### src/plh_pkg.sv
// Shared types, constants and color table of the path loss heat map pixel block.
package plh_pkg;

  localparam int unsigned COORD_W = 9;
  localparam int unsigned SQ_W    = 19;
  localparam int unsigned LOSS_W  = 8;
  localparam int unsigned CNT_W   = 10;
  localparam int unsigned LOG_W   = 21;
  localparam int unsigned PROD_W  = 40;

  localparam logic [SQ_W-1:0] NEAR_LIMIT_SQ = 19'd100;
  localparam logic [SQ_W-1:0] BREAK_SQ      = 19'd55460;
  localparam logic [21:0]     NEAR_OFFSET   = 22'd3039085;
  localparam logic [18:0]     NEAR_SLOPE    = 19'd197579;
  localparam logic [18:0]     FAR_SLOPE     = 19'd394566;
  localparam logic [16:0]     FAR_OFFSET    = 17'd65267;

  localparam logic [COORD_W-1:0] TX_X_RST = 9'd20;
  localparam logic [COORD_W-1:0] TX_Y_RST = 9'd390;

  localparam logic [2:0] ADDR_TX_X = 3'd0;
  localparam logic [2:0] ADDR_TX_Y = 3'd4;

  typedef struct packed {
    logic [7:0] red;
    logic [7:0] green;
    logic [7:0] blue;
  } rgb_t;

  typedef struct packed {
    logic              valid;
    logic [LOSS_W-1:0] db;
  } loss_stat_t;

  function automatic rgb_t band_rgb(logic [LOSS_W-1:0] idx);
    rgb_t c;
    if (idx < 8'd35) begin
      c = '{8'd230, 8'd46, 8'd46};
    end else if (idx < 8'd45) begin
      c = '{8'd225, 8'd83, 8'd46};
    end else if (idx < 8'd50) begin
      c = '{8'd220, 8'd114, 8'd46};
    end else if (idx < 8'd55) begin
      c = '{8'd215, 8'd151, 8'd46};
    end else if (idx < 8'd60) begin
      c = '{8'd210, 8'd200, 8'd46};
    end else if (idx < 8'd65) begin
      c = '{8'd194, 8'd230, 8'd46};
    end else if (idx < 8'd70) begin
      c = '{8'd138, 8'd230, 8'd46};
    end else if (idx < 8'd75) begin
      c = '{8'd58, 8'd230, 8'd46};
    end else if (idx < 8'd80) begin
      c = '{8'd46, 8'd230, 8'd138};
    end else if (idx < 8'd85) begin
      c = '{8'd46, 8'd230, 8'd180};
    end else if (idx < 8'd90) begin
      c = '{8'd46, 8'd175, 8'd230};
    end else if (idx < 8'd95) begin
      c = '{8'd46, 8'd80, 8'd230};
    end else if (idx < 8'd100) begin
      c = '{8'd65, 8'd46, 8'd230};
    end else if (idx < 8'd105) begin
      c = '{8'd31, 8'd18, 8'd148};
    end else if (idx < 8'd110) begin
      c = '{8'd19, 8'd10, 8'd97};
    end else begin
      c = '{8'd0, 8'd0, 8'd0};
    end
    return c;
  endfunction

endpackage

### src/plh_loss.sv
// Iterative log2 unit and two-slope path loss formula, whole dB result.
module plh_loss
  import plh_pkg::*;
(
  input  logic            clk_i,
  input  logic            rst_ni,
  input  logic            start_i,
  input  logic [SQ_W-1:0] dist_sq_i,
  output loss_stat_t      stat_o
);

  localparam logic [2:0] L_IDLE = 3'd0;
  localparam logic [2:0] L_NORM = 3'd1;
  localparam logic [2:0] L_SQ   = 3'd2;
  localparam logic [2:0] L_MUL  = 3'd3;
  localparam logic [2:0] L_FIN  = 3'd4;

  logic [2:0]        state_q, state_d;
  logic [SQ_W-1:0]   n_q, n_d;
  logic [4:0]        k_q, k_d;
  logic [30:0]       m_q, m_d;
  logic [15:0]       frac_q, frac_d;
  logic [3:0]        i_q, i_d;
  logic              near_q, near_d;
  logic [PROD_W-1:0] prod_q, prod_d;
  logic              valid_q, valid_d;
  logic [LOSS_W-1:0] db_q, db_d;

  logic [61:0]       sq;
  logic [31:0]       sq_top;
  logic [LOG_W-1:0]  log_val;
  logic [18:0]       slope;
  logic [23:0]       t24;
  logic [25:0]       q;

  always_comb begin
    sq      = 62'(m_q) * 62'(m_q);
    sq_top  = sq[61:30];
    log_val = {k_q, frac_q};
    slope   = near_q ? NEAR_SLOPE : FAR_SLOPE;
    t24     = prod_q[39:16];
    if (near_q) begin
      q = 26'(NEAR_OFFSET) + 26'(t24);
    end else if (t24 > 24'(FAR_OFFSET)) begin
      q = 26'(t24 - 24'(FAR_OFFSET));
    end else begin
      q = '0;
    end
  end

  always_comb begin
    state_d = state_q;
    n_d     = n_q;
    k_d     = k_q;
    m_d     = m_q;
    frac_d  = frac_q;
    i_d     = i_q;
    near_d  = near_q;
    prod_d  = prod_q;
    valid_d = valid_q;
    db_d    = db_q;
    unique case (state_q)
      L_IDLE: begin
        if (start_i) begin
          valid_d = 1'b0;
          near_d  = dist_sq_i <= BREAK_SQ;
          n_d     = dist_sq_i;
          k_d     = 5'(SQ_W - 1);
          if (dist_sq_i < NEAR_LIMIT_SQ) begin
            db_d    = 8'd1;
            valid_d = 1'b1;
          end else begin
            state_d = L_NORM;
          end
        end
      end
      L_NORM: begin
        if (n_q[SQ_W-1]) begin
          m_d     = {n_q, 12'b0};
          frac_d  = '0;
          i_d     = 4'd15;
          state_d = L_SQ;
        end else begin
          n_d = {n_q[SQ_W-2:0], 1'b0};
          k_d = k_q - 5'd1;
        end
      end
      L_SQ: begin
        m_d    = sq_top[31] ? sq_top[31:1] : sq_top[30:0];
        frac_d = {frac_q[14:0], sq_top[31]};
        i_d    = i_q - 4'd1;
        if (i_q == 4'd0) begin
          state_d = L_MUL;
        end
      end
      L_MUL: begin
        prod_d  = PROD_W'(slope) * PROD_W'(log_val);
        state_d = L_FIN;
      end
      L_FIN: begin
        db_d    = q[23:16];
        valid_d = 1'b1;
        state_d = L_IDLE;
      end
      default: state_d = L_IDLE;
    endcase
  end

  always_ff @(posedge clk_i or negedge rst_ni) begin
    if (!rst_ni) begin
      state_q <= L_IDLE;
      valid_q <= 1'b0;
    end else begin
      state_q <= state_d;
      valid_q <= valid_d;
    end
  end

  always_ff @(posedge clk_i) begin
    n_q    <= n_d;
    k_q    <= k_d;
    m_q    <= m_d;
    frac_q <= frac_d;
    i_q    <= i_d;
    near_q <= near_d;
    prod_q <= prod_d;
    db_q   <= db_d;
  end

  assign stat_o = '{valid: valid_q, db: db_q};

endmodule

### config.mk
export PLATFORM = sky130hd
export DESIGN_NAME = plh_loss
export DESIGN_NICKNAME = d
export VERILOG_FILES = /design/src/plh_pkg.sv /design/src/plh_loss.sv
export SDC_FILE = /design/constraint.sdc
export NUM_CORES = 2
export LEC_CHECK = 0
export ABC_CLOCK_PERIOD_IN_PS = 21200
export BUFFER_PORTS_ARGS = -buffer_cell sky130_fd_sc_hd__buf_2
export CAP_MARGIN = 10
export CELL_PAD_IN_SITES_DETAIL_PLACEMENT = 1
export CELL_PAD_IN_SITES_GLOBAL_PLACEMENT = 2
export CORE_ASPECT_RATIO = 1.4
export CORE_UTILIZATION = 48
export DETAILED_ROUTE_END_ITERATION = 8
export GPL_TIMING_DRIVEN = 0
export PLACE_DENSITY = 0.88
export SLEW_MARGIN = 10
export SYNTH_ARGS = -nofsm -noshare
export SYNTH_HDL_FRONTEND = slang
export SYNTH_SLANG_ARGS = --single-unit
### constraint.sdc
create_clock -name clk_i -period 21.2 [get_ports clk_i]
set_input_delay 1.06 -clock clk_i [delete_from_list [all_inputs] [get_ports clk_i]]
set_output_delay 1.06 -clock clk_i [all_outputs]
set_load 0.01 [all_outputs]
==> qor.txt <==
Outcome: complete, no violations
GRT Total Usage: 32.8%
Mapped Area: 39700 um2
Min Tclk post-route: 11.28 ns
Worst setup startpoint: m_q[12]
Synth Flop Type: edfxtp_1
Final worst setup slack: 9.92 ns
Post-DP Area: 41200 um2
# DRC: 0
Crit Path Class: reg -> reg
Crit path buffers/inverters: 9
Global-route wire length before repair: 202000 um
CP Depth: 28
Clk slew on worst S/H paths: 0.09 ns
CP startpoint kind: flip-flop
Crit-path slowest cell: clkbuf_1
Die area: 83900 um2
Final hold viol count: 0
Synthesis Warnings: 0
Setup tns final: 0 ns
Core Box Area: 81800 um2
Max-slew headroom: 5.76%
Largest fanout on the critical path: 10
Worst r2r src: m_q[12]
# rows: 124
Mapped Cells: 4151
Dpl hpwl: 112000 um
RSZ-0062 raised after global routing: false
Slew Viols, Final: 0
Yosys reg bits: 112
Insertion delay to the later sink of the worst-skew pair: 0.39 ns
Area grow syn2layout: 4.68%
Period Utilization, post-route: 53.2%
Async S/R FF share, synth: 3.57%
Avg Cell Area, Syn: 9.56 um2
Final setup viols: 0
Endpoint type of the worst setup path: flip-flop
Worst reg2reg endpoint: m_q[21]
1st-iter DRT viols: 1432
Htree depth: 3
Largest net degree at the start of global routing: 38
Vias per inst: 5.47
Post-CTS setup buffers: 0
Critical Path End: m_q[21]
GPL Wtd Cong: 0.982
Top Ports: 31
Port Buffer Count: 30
Clk_skew: 0.0194 ns
Post-synthesis sequential area ratio: 8.42%
EDFF count, synth: 108
Number of global-route vias before repair: 34000
Dpl ws: 10.17 ns
Vias: 28900
Ratio of cells with drive above 1 in the final layout: 1.95%
Final ANT Viol Nets: 0
Reg2reg path depth: 28
Hold crit path type: in -> async
Tightest Pin Transition: 1.41 ns
Routed wire length: 130000 um
Post-synth cell types: 72
Number of max-cap violations: 0
Cell family with most CP delay: adder cells
Cts repair resizes: 0
Wire length per cell: 24.7 um
Final nets: 5580
CTS root buffer: clkbuf_16
Initial DRT Pass Iterations: 5
TritonCTS clock tree: built
Initial antenna violation count: 9
TritonCTS Buffers: 9
CTS max path bufs: 2
WP data arrival: 11.41 ns
Worst Path Required: 21.33 ns
Fmax: 88.7 MHz
Top cell by count, worst path: fa_1
Finished Cell Area: 41600 um2
Flop2flop setup slack: 9.92 ns
Die Y-Extent: 342 um
Syn_nets: 5537
Hold buffers post-CTS: 0
# clock sinks: 112
GRT overflow: 0
Initial Util: 48.6%
Slowest cell delay on critical path: 1.02 ns
Die X: 245 um
==> worst register-to-register path, delay by kind of cell, from the launching register on <==
| kind | cells | cell delay, ns |
|---|---|---|
| adder cells (fa/ha/maj) | 9 | 4.55 |
| buffers and inverters | 9 | 2.69 |
| AO/OA/AOI/OAI | 4 | 1.71 |
| AND/OR/NAND/NOR | 4 | 0.76 |
| flip-flops | 1 | 0.69 |
| XOR/XNOR | 1 | 0.35 |
| multiplexers | 1 | 0.28 |
==> metrics by stage <==
stage                     hold WS (ns)  std cells  utilization [%]
after floorplan                  0.466       4151                -
after global placement           0.490       5252             50.4
after detailed placement         0.522       5254             50.4
after CTS                        0.458       5270             50.8
after global routing             0.470       5272             50.8
final                            0.471       5275             50.8
==> state kept, by name, indices dropped and copies added, names as in the netlist <==
name / cells
state_q: 3
db_q: 8
valid_q: 1
k_q: 5
frac_q: 16
near_q: 1
n_q: 19
i_q: 4
prod_q: 24
m_q: 31
==> Yosys cell counts (all sizes together), types with 22 or more instances <==
cell | n | share of area (%)
fa | 902 | 45
xor2 | 34 | 0.75
xnor2 | 51 | 1.1
a21oi | 97 | 1.2
nand2 | 409 | 3.9
clkbuf | 138 | 1.3
and2 | 198 | 3.1
nor3 | 27 | 0.34
nand2b | 23 | 0.36
inv | 1148 | 11
o21ai | 89 | 1.1
ha | 462 | 15
nor2 | 127 | 1.2
a21o | 40 | 0.76
edfxtp | 108 | 8.2
mux2i | 23 | 0.58
nor2b | 22 | 0.35
and3 | 24 | 0.38
==> final cells by class <==
type,count,area (um2)
Clock inverter,6,85.1
Clock buffer,10,229
Fill cell,9405,40200
Tap cell,1071,1340
Buffer,148,576
Antenna cell,5,12.5
Sequential cell,112,3340
Timing Repair Buffer,32,185
Inverter,1150,4320
Multi-Input combinational cell,2741,31500
==> cells by family (layout without fill, tap and decap cells) <==
| group | Yosys count | in the layout | synth area share (%) |
|---|---|---|---|
| compound gates | 345 | 345 | 5.53 |
| xor+xnor | 85 | 85 | 1.88 |
| fa+ha+maj | 1364 | 1364 | 60.0 |
| buf+inv | 1298 | 1346 | 12.3 |
| flops | 112 | 112 | 8.42 |
| mux | 27 | 27 | 0.693 |
| other cells | 2 | 7 | 0.0189 |
| simple gates | 918 | 918 | 11.1 |
==> worst min-delay path by stage <==
stage	from	to	slack [ns]	cells after the start
floorplan	valid_q	valid_q	0.47	2
global placement	valid_q	valid_q	0.49	2
detailed placement	valid_q	valid_q	0.52	2
CTS	rst_ni	state_q[2]	0.46	1
global route	rst_ni	state_q[2]	0.47	1
finish	rst_ni	state_q[2]	0.47	1
==> placed cells by master, fill, tap and decap left out, types with 10 or more instances in the layout <==
| cell | instances |
|---|---|
| inv_1 | 1148 |
| fa_1 | 902 |
| ha_1 | 462 |
| nand2_1 | 407 |
| and2_1 | 198 |
| clkbuf_1 | 139 |
| nor2_1 | 127 |
| edfxtp_1 | 108 |
| a21oi_1 | 96 |
| o21ai_0 | 75 |
| xnor2_1 | 51 |
| a21o_1 | 40 |
| xor2_1 | 34 |
| buf_2 | 31 |
| nor3_1 | 27 |
| and3_1 | 24 |
| mux2i_1 | 23 |
| nand2b_1 | 23 |
| nor2b_1 | 22 |
| nand3_1 | 21 |
| nand4_1 | 19 |
| o21bai_1 | 19 |
| o21ai_1 | 13 |
| or2_2 | 12 |
| a31oi_1 | 11 |
| o211ai_1 | 10 |
| o31ai_1 | 10 |
==> metal layers <==
metal	GRT usage (%)	up-vias	part of all wire [%]
met3	3.88	379	4.5
li1	-	12600	-
met5	0	-	0.055
met2	59.9	850	52
met1	35.8	15100	35
met4	21.2	10	7.9
Power is left out: the tool's default activity adds up to more than one toggle a clock period on the data nets, which glitch-free logic cannot reach.
